==> src/design/rld_pkg.sv <==
`timescale 1ns / 1ps
// ----------------------------------------------------------------------------
// rld_pkg
// Types and constants that the reply deframer modules share: the input and
// result beat layouts, the framing characters and the status codes.
// ----------------------------------------------------------------------------
package rld_pkg;

  // Framing characters.
  localparam logic [7:0] CH_LF = 8'h0A;
  localparam logic [7:0] CH_CR = 8'h0D;

  // Status codes reported with each result beat.
  localparam logic [2:0] ST_OK        = 3'd0;
  localparam logic [2:0] ST_SKIPPED   = 3'd1;
  localparam logic [2:0] ST_MISSING_CR = 3'd2;
  localparam logic [2:0] ST_BROKEN    = 3'd3;
  localparam logic [2:0] ST_TRUNCATED = 3'd4;

  // Register reset value, minimum length and default ring size.
  localparam logic [7:0] MAX_LEN_RESET  = 8'd80;
  localparam logic [7:0] MIN_LEN        = 8'd2;
  localparam int         RING_SIZE_DEF  = 256;

  // One input beat.
  typedef struct packed {
    logic [7:0] char_in;
    logic       new_response;
    logic [7:0] start_index;
  } in_item_t;

  // One result beat.
  typedef struct packed {
    logic [7:0] char_out;
    logic       stored;
    logic [7:0] position;
    logic [2:0] status;
    logic [7:0] next_index;
    logic       last;
  } out_item_t;

endpackage

==> src/design/response_line_deframer_top.sv <==
`timescale 1ns / 1ps
// ----------------------------------------------------------------------------
// response_line_deframer_top
// Recognises controller replies framed as LF CR [CR] body LF CR [CR], one
// character per beat, and reports for each character its place, value,
// status, the next ring read index and the end of the reply.
//
//   channel  | handshake            | payload
//   ---------+----------------------+---------------------------
//   input    | in_valid / in_stall  | in_item  (in_item_t)
//   result   | out_valid / out_stall| out_item (out_item_t)
//   config   | cfg_write            | cfg_data (max_response_length)
//
// One beat is taken every cycle unless in_stall holds the input; each result is
// offered once its beat has passed the input register and the framing
// update has loaded the result register.
// Reset clears the framing state, the read index and both stage valids and
// loads max_response_length with 80. A stall on the result side holds the
// result register and, when the input register is also full, stalls input.
// ----------------------------------------------------------------------------
module response_line_deframer_top import rld_pkg::*; #(
  parameter int RING_SIZE = RING_SIZE_DEF
) (
  input  logic       clk,
  input  logic       rst,
  input  logic       in_valid,
  output logic       in_stall,
  input  in_item_t   in_item,
  output logic       out_valid,
  input  logic       out_stall,
  output out_item_t  out_item,
  input  logic       cfg_write,
  input  logic [7:0] cfg_data
);

  logic [7:0] max_response_length;
  logic       hold_valid;
  in_item_t   hold_item;
  logic       out_free;
  logic       step;
  out_item_t  result;

  // Configuration register.
  always_ff @(posedge clk) begin
    if (rst) begin
      max_response_length <= MAX_LEN_RESET;
    end else if (cfg_write) begin
      max_response_length <= cfg_data;
    end
  end

  // Pipeline flow: the result register takes a new beat when empty or drained.
  assign out_free = !out_valid || !out_stall;
  assign step     = hold_valid && out_free;
  assign in_stall = hold_valid && !out_free;

  // Input register.
  always_ff @(posedge clk) begin
    if (rst) begin
      hold_valid <= 1'b0;
    end else if (!in_stall) begin
      hold_valid <= in_valid;
    end
  end

  always_ff @(posedge clk) begin
    if (!in_stall && in_valid) begin
      hold_item <= in_item;
    end
  end

  // Framing update.
  rld_frame #(
    .RING_SIZE (RING_SIZE)
  ) u_frame (
    .clk     (clk),
    .rst     (rst),
    .step    (step),
    .item    (hold_item),
    .max_len (max_response_length),
    .result  (result)
  );

  // Result register.
  always_ff @(posedge clk) begin
    if (rst) begin
      out_valid <= 1'b0;
    end else if (out_free) begin
      out_valid <= hold_valid;
    end
  end

  always_ff @(posedge clk) begin
    if (step) begin
      out_item <= result;
    end
  end

endmodule

==> src/design/rld_frame.sv <==
`timescale 1ns / 1ps
// ----------------------------------------------------------------------------
// rld_frame
// Framing state of the deframer and the single-pass update for one
// character: classifies the character, builds its result beat and advances
// the position, the framing flags and the wrapping ring read index.
// ----------------------------------------------------------------------------
module rld_frame import rld_pkg::*; #(
  parameter int RING_SIZE = RING_SIZE_DEF
) (
  input  logic       clk,
  input  logic       rst,
  input  logic       step,
  input  in_item_t   item,
  input  logic [7:0] max_len,
  output out_item_t  result
);

  // Framing state.
  logic [7:0] reply_position, reply_position_next;
  logic       double_cr_prefix, double_cr_prefix_next;
  logic       closing_lf_seen, closing_lf_seen_next;
  logic       first_closing_cr_seen, first_closing_cr_seen_next;
  logic [7:0] read_index, read_index_next;

  // Working values for the current character.
  logic [7:0] c;
  logic [7:0] n;
  logic       dbl, lf, fcr;
  logic [7:0] ridx;
  logic [8:0] ridx_inc;
  logic [7:0] ridx_adv;
  logic [7:0] limit;
  logic       ends;
  logic       dbl_n, lf_n, fcr_n;
  logic [7:0] c_o;
  logic [2:0] status;

  // A new reply clears the framing and reloads the read index first.
  always_comb begin
    c    = item.char_in;
    n    = item.new_response ? 8'd0 : reply_position;
    dbl  = item.new_response ? 1'b0 : double_cr_prefix;
    lf   = item.new_response ? 1'b0 : closing_lf_seen;
    fcr  = item.new_response ? 1'b0 : first_closing_cr_seen;
    ridx = item.new_response ? item.start_index : read_index;
    ridx_inc = {1'b0, ridx} + 9'd1;
    ridx_adv = (ridx_inc >= 9'(RING_SIZE)) ? 8'd0 : ridx_inc[7:0];
    limit    = (max_len < MIN_LEN) ? MIN_LEN : max_len;
  end

  // Character classification, result beat and next state.
  always_comb begin
    dbl_n  = dbl;
    lf_n   = lf;
    fcr_n  = fcr;
    c_o    = c;
    status = ST_OK;
    ends   = 1'b0;

    result = '0;
    reply_position_next        = reply_position;
    double_cr_prefix_next      = double_cr_prefix;
    closing_lf_seen_next       = closing_lf_seen;
    first_closing_cr_seen_next = first_closing_cr_seen;
    read_index_next            = read_index;

    if (n == 8'd0 && c != CH_LF) begin
      // Leading junk is consumed but not kept.
      result.char_out   = c;
      result.stored     = 1'b0;
      result.position   = 8'd0;
      result.status     = ST_SKIPPED;
      result.next_index = ridx_adv;
      result.last       = 1'b0;
      reply_position_next        = 8'd0;
      double_cr_prefix_next      = 1'b0;
      closing_lf_seen_next       = 1'b0;
      first_closing_cr_seen_next = 1'b0;
      read_index_next            = ridx_adv;
    end else if (n == 8'd1 && c != CH_CR) begin
      // The leading LF must be followed by CR; the character is not consumed.
      result.char_out   = c;
      result.stored     = 1'b0;
      result.position   = 8'd1;
      result.status     = ST_MISSING_CR;
      result.next_index = ridx;
      result.last       = 1'b1;
      reply_position_next        = 8'd0;
      double_cr_prefix_next      = 1'b0;
      closing_lf_seen_next       = 1'b0;
      first_closing_cr_seen_next = 1'b0;
      read_index_next            = ridx;
    end else begin
      // Prefix and terminator tracking.
      if (n == 8'd2) begin
        if (c == CH_CR) begin
          dbl_n = 1'b1;
        end
      end else if (n >= 8'd3) begin
        if (c == CH_LF) begin
          lf_n = 1'b1;
        end else if (lf) begin
          if (c != CH_CR) begin
            c_o    = 8'd0;
            status = ST_BROKEN;
            ends   = 1'b1;
          end else if (dbl && !fcr) begin
            fcr_n = 1'b1;
          end else begin
            ends = 1'b1;
          end
        end
      end

      // Truncation when the last usable place is filled.
      if (!ends && ({1'b0, n} + 9'd1 >= {1'b0, limit} - 9'd1)) begin
        status = ST_TRUNCATED;
        ends   = 1'b1;
      end

      result.char_out   = c_o;
      result.stored     = 1'b1;
      result.position   = n;
      result.status     = status;
      result.next_index = ridx_adv;
      result.last       = ends;
      read_index_next   = ridx_adv;
      if (ends) begin
        reply_position_next        = 8'd0;
        double_cr_prefix_next      = 1'b0;
        closing_lf_seen_next       = 1'b0;
        first_closing_cr_seen_next = 1'b0;
      end else begin
        reply_position_next        = n + 8'd1;
        double_cr_prefix_next      = dbl_n;
        closing_lf_seen_next       = lf_n;
        first_closing_cr_seen_next = fcr_n;
      end
    end
  end

  // State registers, updated once per character handled.
  always_ff @(posedge clk) begin
    if (rst) begin
      reply_position        <= 8'd0;
      double_cr_prefix      <= 1'b0;
      closing_lf_seen       <= 1'b0;
      first_closing_cr_seen <= 1'b0;
      read_index            <= 8'd0;
    end else if (step) begin
      reply_position        <= reply_position_next;
      double_cr_prefix      <= double_cr_prefix_next;
      closing_lf_seen       <= closing_lf_seen_next;
      first_closing_cr_seen <= first_closing_cr_seen_next;
      read_index            <= read_index_next;
    end
  end

endmodule
==> config.mk <==
export PLATFORM = sky130hd
export DESIGN_NAME = response_line_deframer_top
export DESIGN_NICKNAME = d
export VERILOG_FILES = /design/src/design/rld_pkg.sv /design/src/design/response_line_deframer_top.sv /design/src/design/rld_frame.sv
export SDC_FILE = /design/constraint.sdc
export NUM_CORES = 1
export LEC_CHECK = 0
export BUFFER_PORTS_ARGS = -buffer_cell sky130_fd_sc_hd__buf_2
export CAP_MARGIN = 20
export CORE_ASPECT_RATIO = 0.9
export CORE_MARGIN = 3
export CORE_UTILIZATION = 30
export CTS_CLUSTER_DIAMETER = 100
export DETAILED_ROUTE_END_ITERATION = 8
export PLACE_DENSITY_LB_ADDON = 0.2
export SYNTH_ARGS = -nofsm -noshare
export SYNTH_HDL_FRONTEND = slang
export SYNTH_SLANG_ARGS = --single-unit
==> constraint.sdc <==
create_clock -name clk -period 7.25 [get_ports clk]
set_clock_uncertainty 0.15 [all_clocks]
set_input_delay 0 -clock clk [delete_from_list [all_inputs] [get_ports clk]]
set_output_delay 0 -clock clk [all_outputs]
set_load 0.05 [all_outputs]
After elaboration in Yosys (flattened, before gate mapping)
Index checks and enable logic that the tools add are counted.

Input bits: 30. Bits in registers: 75. Output and inout bits: 31.

$lt $le $gt $ge: 4. $add $sub $neg: 4. Muxes and demuxes: 56. Reductions and logical operators: 16. Equal/unequal tests: 6.

Operators by type and width (number): $mux 8 (14); $mux 29 (2); $mux 1 (34); $add 8x1->9 const B (2); $eq 8x4->1 const B (2); $ne 8x4->1 const B (2); $mux 3 (5); $ge 9x9->1 (1); $ge 9x9->1 const B (1); $sub 8x1->9 const B (1); $add 8x1->8 const B (1); $eq 8x1->1 const B (1); $eq 8x2->1 const B (1); $ge 8x2->1 const B (1); $logic_not 8->1 (1); $lt 8x2->1 const B (1); $logic_and 1x1->1 (7); $logic_not 1->1 (6); $mux 2 (1); $reduce_or 2->1 (1); $logic_or 1x1->1 (1).

Depth between registers and ports, before layout
Gate-level depths: netlist of the first run.

Word-level depth: 19. Gate-level depth with buffers: 16. Gate-level depth less buffers: 13.

Hierarchy
A second synthesis of the first run with hierarchy kept.

Cell total of the unflattened synthesis: 338. Area, all modules: 3734.8 um^2.

By module, submodules not included: rld_frame (cells each 256, sequential area each 380.4 um^2, times used 1, area an instance 1981.9 um^2); response_line_deframer_top (cells each 82, sequential area each 1581.5 um^2, times used 1, area an instance 1752.9 um^2).

Least setup slack after synthesis of the first run
No wires, ideal clock.

Path type: flip-flop to flip-flop. Start: register hold_item[8] (netlist name). End: register u_frame.reply_position[7]. Path slack: 3.964 ns. Arrival time: 3.064 ns. Cell stages (with the launch flop): 17. Path buffers: 3. Data required time: 7.028 ns. Cells stage by stage: edfxtp_1 > clkbuf_1 > clkbuf_1 > inv_1 > nand2_1 > inv_1 > ha_1 > nand3_1 > nor2_1 > and3_1 > ha_1 > a21oi_1 > o21ai_0 > a211oi_2 > buf_4 > nand4_1 > a21oi_1.

Longest elaborated chain between the ends: 19. Elaborated cells between the ends (all ways): 31. Those cells by class: add/sub (2); order compare (2); eq/ne (2); mux (18); reduce/logical (7).

RTL lines: start, declared (RTL line response_line_deframer_top.sv:38) `in_item_t hold_item;`; start signal, assigned (RTL line response_line_deframer_top.sv:68) `hold_item <= in_item;`; parallel branches: the longest is 18 deep, another holds $add 8x1->9; $mux 8 * (RTL line rld_frame.sv:68) `if (n == 8'd0 && c != CH_LF) begin`; end signal, assigned (RTL line rld_frame.sv:152) `reply_position <= reply_position_next;`; end, declared (RTL line rld_frame.sv:20) `logic [7:0] reply_position, reply_position_next;`.

Mark *: on every way between the ends. The select of a mux whose other input is x is not followed. A chain may end at the register's enable or synchronous reset.

Worst setup path after layout of the first run
Start: register hold_item[8] (netlist name). End: register u_frame.first_closing_cr_seen.

Longest elaborated chain between the ends: 19. Elaborated cells between the ends (all ways): 36. Those cells by class: add/sub (1); order compare (2); eq/ne (2); mux (24); reduce/logical (7).

RTL lines: parallel branches: the longest is 18 deep, another holds $add 8x1->9; $mux 1 * (RTL line rld_frame.sv:68); end signal, assigned (RTL line rld_frame.sv:155) `first_closing_cr_seen <= first_closing_cr_seen_next;`; end, declared (RTL line rld_frame.sv:23) `logic first_closing_cr_seen, first_closing_cr_seen_next;`.

Marks and branches as above.

==> results of run 1 <==
==> layout make-up <==
cell class,instances,area [um^2],share of cell area
clock buffer,13,293,0.0597
multi-input combinational,244,1640,0.335
clock inverter,3,26.3,0.00536
timing repair buffer,106,756,0.154
sequential,75,1960,0.400
tap,156,195,0.0398
inverter,8,30.0,0.00612
==> through the flow <==
step / total power [uW] / std cells / hold slack [ns] / setup slack [ns]
6_report: 1070 / 605 / 0.0120 / 3.12
5_1_grt: 1120 / 605 / 0.0310 / 2.84
4_1_cts: 1090 / 605 / 0.00252 / 3.19
3_5_place_dp: 600 / 545 / 0.0290 / 3.21
3_3_place_gp: 598 / 545 / 0.0264 / 3.38
2_1_floorplan: 569 / 340 / -0.0511 / 3.96
==> flip-flops by register name, summed over array words and instances (netlist names) <==
signal,flops
u_frame.reply_position,8
u_frame.closing_lf_seen,1
hold_valid,1
u_frame.double_cr_prefix,1
u_frame.read_index,8
u_frame.first_closing_cr_seen,1
out_valid,1
hold_item,17
out_item,29
max_response_length,8
==> per-layer routing <==
layer | part of all wire | global-route usage
met1 | 0.46 | 0.175
met5 | 0 | 0
met2 | 0.48 | 0.226
met4 | 0.017 | 0.0620
met3 | 0.041 | 0.0321
==> power breakdown <==
part | internal, uW | switching, uW | leakage, uW
combinational | 51.5 | 71.9 | 0.00115
sequential | 474 | 13.6 | 0.000671
clock | 285 | 176 | 0.000157
==> cell usage after synthesis, drive strengths merged, types with 7 or more instances <==
library cell | n | area, um^2
and3 | 7 | 43.8
xor2 | 7 | 61.3
inv | 8 | 30.0
mux2 | 7 | 86.3
o21ai | 12 | 60.1
nand4 | 10 | 62.6
clkbuf | 10 | 37.5
edfxtp | 46 | 1380
nand2 | 31 | 116
mux2i | 12 | 120
nor2b | 14 | 87.6
a21oi | 27 | 135
nor2 | 33 | 124
ha | 15 | 188
dfxtp | 29 | 581
nand3 | 8 | 40.0
==> kinds of logic after synthesis <==
| family | Yosys count |
|---|---|
| and+or+nand+nor | 133 |
| muxes | 19 |
| buffers and inverters | 21 |
| AOI/OAI and AO/OA | 64 |
| adders and majority gates | 15 |
| DFF | 75 |
| xor gates and xnor gates | 13 |
==> critical path, stage by stage (launching register included) <==
cell and delay, ns:
edfxtp_1 1.00, inv_1 0.14, nand2_1 0.22, inv_1 0.12
ha_1 0.23, nand3_1 0.14, nor2_1 0.09, xor2_1 0.18
ha_1 0.33, a21oi_1 0.15, o21ai_0 0.13, a211oi_2 0.76
a31oi_1 0.22, nor3_1 0.20
==> worst paths after layout <==
kind	cells past startpoint	endpoint	slack, ns	from
setup reg to reg	13	u_frame.first_closing_cr_seen	3.12	hold_item[8]
hold / removal	2	u_frame.reply_position[5]	0.01	rst
hold reg to reg	2	u_frame.closing_lf_seen	0.30	u_frame.closing_lf_seen
setup / recovery	13	u_frame.first_closing_cr_seen	3.12	hold_item[8]
==> impl_metrics.tcl, run 1 <==
set metrics [dict create \
    outcome "complete, no violations" \
    async_reset_ff_frac 0 \
    p_leak_uw 0.00198 \
    htree_levels 3 \
    final_cell_area_mm2 0.00490 \
    cts_hold_buf 44 \
    firstDrtPassIters 4 \
    post_cts_resized 0 \
    yosys_warnings 0 \
    post_cts_buffers 0 \
    synth_ff_type "edfxtp_1" \
    grt_pass1_vias 3020 \
    placed_cell_area_mm2 0.00415 \
    critPathCaptureType "flop" \
    drv_slew 0 \
    die_w_um 123 \
    synth-compound-area-share 0.116 \
    ant_nets 0 \
    io_buffers 60 \
    synth_top_family_by_area "simple AND/OR/NAND/NOR gates" \
    timing.fmax_mhz 242 \
    synth-edff-count 46 \
    clockBufferDepth 2 \
    ys_ff_latch 75 \
    hold_viol 0 \
    rsz0062_at_grt "no" \
    antenna_found_initial 0 \
    nets 489 \
    ys_types 55 \
    clkLatencyLatePin_ns 0.34 \
    gp_congestion 0.830 \
    start_util 0.316 \
    syn_inst 340 \
    avgSynthCellArea_um2 10.9 \
    clock_sinks 75 \
    tightest_slew_ns 0.990 \
    rows 37 \
    synthSimpleGateAreaFrac 0.191 \
    drc 0 \
    dp_hpwl_mm 5.94 \
    wl_per_cell_um 14.7 \
    powerDensity_mw_per_mm2 219 \
    root_buffer "clkbuf_16" \
    drtIter0Drc 132 \
    period_needed_ns 4.13 \
    final_core_util 0.419 \
    setup_violations 0 \
    grtUsageTotal 0.139 \
    ios 61 \
    grt_overflow 0 \
    synth_area_mm2 0.00370 \
    synth_fp_nets 385 \
    vias 2913 \
    drive_above_1_share 0.207 \
    diodes 0 \
    path_max_fanout 29 \
    dieArea_mm2 0.0137 \
    cp-start-kind "flop" \
    numCtsBuffers 9 \
    cap_violations 0 \
    fp.dieH_um 111 \
    worst_slew_margin_rel 0.340 \
    cts.reportedPaths.clkPinSlew_ns 0.06 \
    ir_drop_v 0.000120 \
    synth_fa_ha_area_frac 0.0508 \
    cp_data_required_time_ns 7.37 \
    synthMuxAreaShare 0.0559 \
    path_class "reg -> reg" \
    via_per_inst 4.81 \
    final_common_cell "buf_2" \
    grt_pass1_wl_mm 14.9 \
    synth_xor_area_frac 0.0308 \
    n_fill_cell 1092 \
    setup_tns_ns 0 \
    final_cell_mix "buf_2 (60), edfxtp_1 (46), dlygate4sd3_1 (44)" \
    syn_to_final_growth_pct 32.7 \
    wl_mm 8.90 \
    core_mm2 0.0117 \
    seq_area_frac_synth 0.531 \
    cp.arrival_ns 4.25 \
    grt_start_max_net_pins 49 \
    min_period_over_period 0.570 \
    hold_path_class "in -> reg" \
    cts_tree "built" \
]
Power figures use the tool's default switching activity.
==> inputs of run 2 (changes only) <==
==> constraint.sdc (replaced) <==
create_clock -name clk -period 4.3 [get_ports clk]
set_clock_uncertainty 0.15 [all_clocks]
set_input_delay 0 -clock clk [delete_from_list [all_inputs] [get_ports clk]]
set_output_delay 0 -clock clk [all_outputs]
set_load 0.05 [all_outputs]
==> run 2 against run 1 <==
Net effect:
- maximum frequency rose by 20%
- core utilization shrank 0.38 points
- largest power group unchanged
- worst hold slack got worse by 0.0030 ns
- routed wire length down 3.0%
- sequential share of layout area rose by 0.37 points
- sequential cell count unchanged
- die area did not move
- clock-buffer cell count fell by 3
- via count grew 0.21%
==> impl_metrics.tcl, run 2 (synthesized netlist as in run 1, its figures left out) <==
set metrics [dict create \
    outcome "complete, no violations" \
    rows 37 \
    final_common_cell "buf_2" \
    grtUsageTotal 0.132 \
    tightest_slew_ns 0.860 \
    gp_congestion 0.781 \
    diodes 0 \
    grt_pass1_vias 2860 \
    place_inst 548 \
    final_cell_mix "buf_2 (60), edfxtp_1 (46), dlygate4sd3_1 (43)" \
    drc 0 \
    placed_cell_area_mm2 0.00417 \
    regArea_mm2 0.00196 \
    ios 61 \
    combPwrFrac 0.125 \
    cap_violations 0 \
    clkLatencyLatePin_ns 0.33 \
    path_max_fanout 12 \
    cts.reportedPaths.clkPinSlew_ns 0.06 \
    io_buffers 60 \
    wl_per_cell_um 14.2 \
    final_cells 607 \
    path_class "reg -> reg" \
    setup_tns_ns 0 \
    rsz0062_at_grt "no" \
    numCtsBuffers 9 \
    cts_hold_buf 43 \
    hold_depth 2 \
    nets 491 \
    cp-start-kind "flop" \
    regMostFlops "out_item" \
    clockBufferDepth 2 \
    multi_input_area_mm2 0.00164 \
    fp.dieH_um 111 \
    clkPwrFrac 0.391 \
    htree_levels 3 \
    dp_hpwl_mm 5.79 \
    place_ws_ns 0.868 \
    via_per_inst 4.81 \
    n_fill_cell 1148 \
    firstDrtPassIters 4 \
    min-delay-start "rst" \
    syn_to_final_growth_pct 31.5 \
    r2r-start "max_response_length[4]" \
    crit_path_start "max_response_length[4]" \
    worst_slew_margin_rel 0.424 \
    start_util 0.316 \
    vias 2919 \
    antenna_found_initial 0 \
    p_int_uw 1270 \
    largest_register_ffs 29 \
    post_cts_buffers 0 \
    cp_data_required_time_ns 4.41 \
    powerDensity_mw_per_mm2 348 \
    setup_violations 0 \
    seqPwrFrac 0.484 \
    cp.arrival_ns 3.56 \
    wl_mm 8.64 \
    power_uw 1690 \
    core_mm2 0.0117 \
    p_leak_uw 0.00195 \
    reg2reg_depth 14 \
    largestRegisters "out_item x29, hold_item x17" \
    drv_slew 0 \
    grt_overflow 0 \
    critPathCaptureType "flop" \
    drive_above_1_share 0.208 \
    grt_start_max_net_pins 31 \
    switchingPower_uw 420 \
    clock_sinks 75 \
    post_cts_resized 0 \
    ir_drop_v 0.000206 \
    min_period_over_period 0.803 \
    hold_viol 0 \
    ant_nets 0 \
    fin_ws_ns 0.846 \
    grt_pass1_wl_mm 14.1 \
    timing.fmax_mhz 290 \
    root_buffer "clkbuf_16" \
    final_cell_area_mm2 0.00486 \
    hold_path_class "in -> reg" \
    die_w_um 123 \
    p_sw_frac 0.248 \
    drtIter0Drc 112 \
    period_needed_ns 3.45 \
    cts_tree "built" \
    dieArea_mm2 0.0137 \
]
-- run 2: cell type report --
cell class	count	area share
well taps	156	0.0402
clock inverters	6	0.00669
inverters	8	0.00618
multi-input cells	244	0.338
clock buffers	10	0.0471
repair buffers	108	0.158
flip-flops and latches	75	0.404
-- run 2: layer usage --
metal	up-vias	part of all wire	track usage
met4	0	0.0059	0.0347
li1	1464	-	-
met3	4	0.047	0.0490
met2	67	0.49	0.213
met1	1384	0.45	0.168
met5	-	0	0
-- run 2: per-stage QoR --
stage / util / hold WS, ns
final: 0.415 / 0.00902
after floorplan: - / -0.0511
after global routing: 0.415 / 0.0202
after detailed placement: 0.356 / 0.0281
after CTS: 0.415 / 0.00122
after global placement: 0.356 / 0.0266
-- run 2: final timing paths --
check / end / slack, ns
worst min-delay path: max_response_length[3] / 0.009
worst max-delay path: u_frame.first_closing_cr_seen / 0.85
worst min register to register: u_frame.closing_lf_seen / 0.30
worst max register to register: u_frame.first_closing_cr_seen / 0.85
-- run 2: worst max-delay path: stages, from the launching register on --
cell and delay [ns]:
dfxtp_1 0.37, nor4_1 0.54, nand2_1 0.12, o21ai_0 0.26, ha_1 0.26, nand2_1 0.09
nor3_1 0.18, xnor2_1 0.14, ha_1 0.26, a21oi_1 0.12, o21ai_0 0.12, a211oi_2 0.20
buf_4 0.22, a31oi_1 0.12, nor3_1 0.20
-- run 2: power by group through the flow --
stage / clock, uW / combinational [uW] / sequential [uW]
final: 662 / 211 / 819
after global routing: 719 / 230 / 823
after CTS: 689 / 211 / 819
after detailed placement: 0 / 177 / 834
after global placement: 0 / 176 / 833
after floorplan: 0 / 84.9 / 875
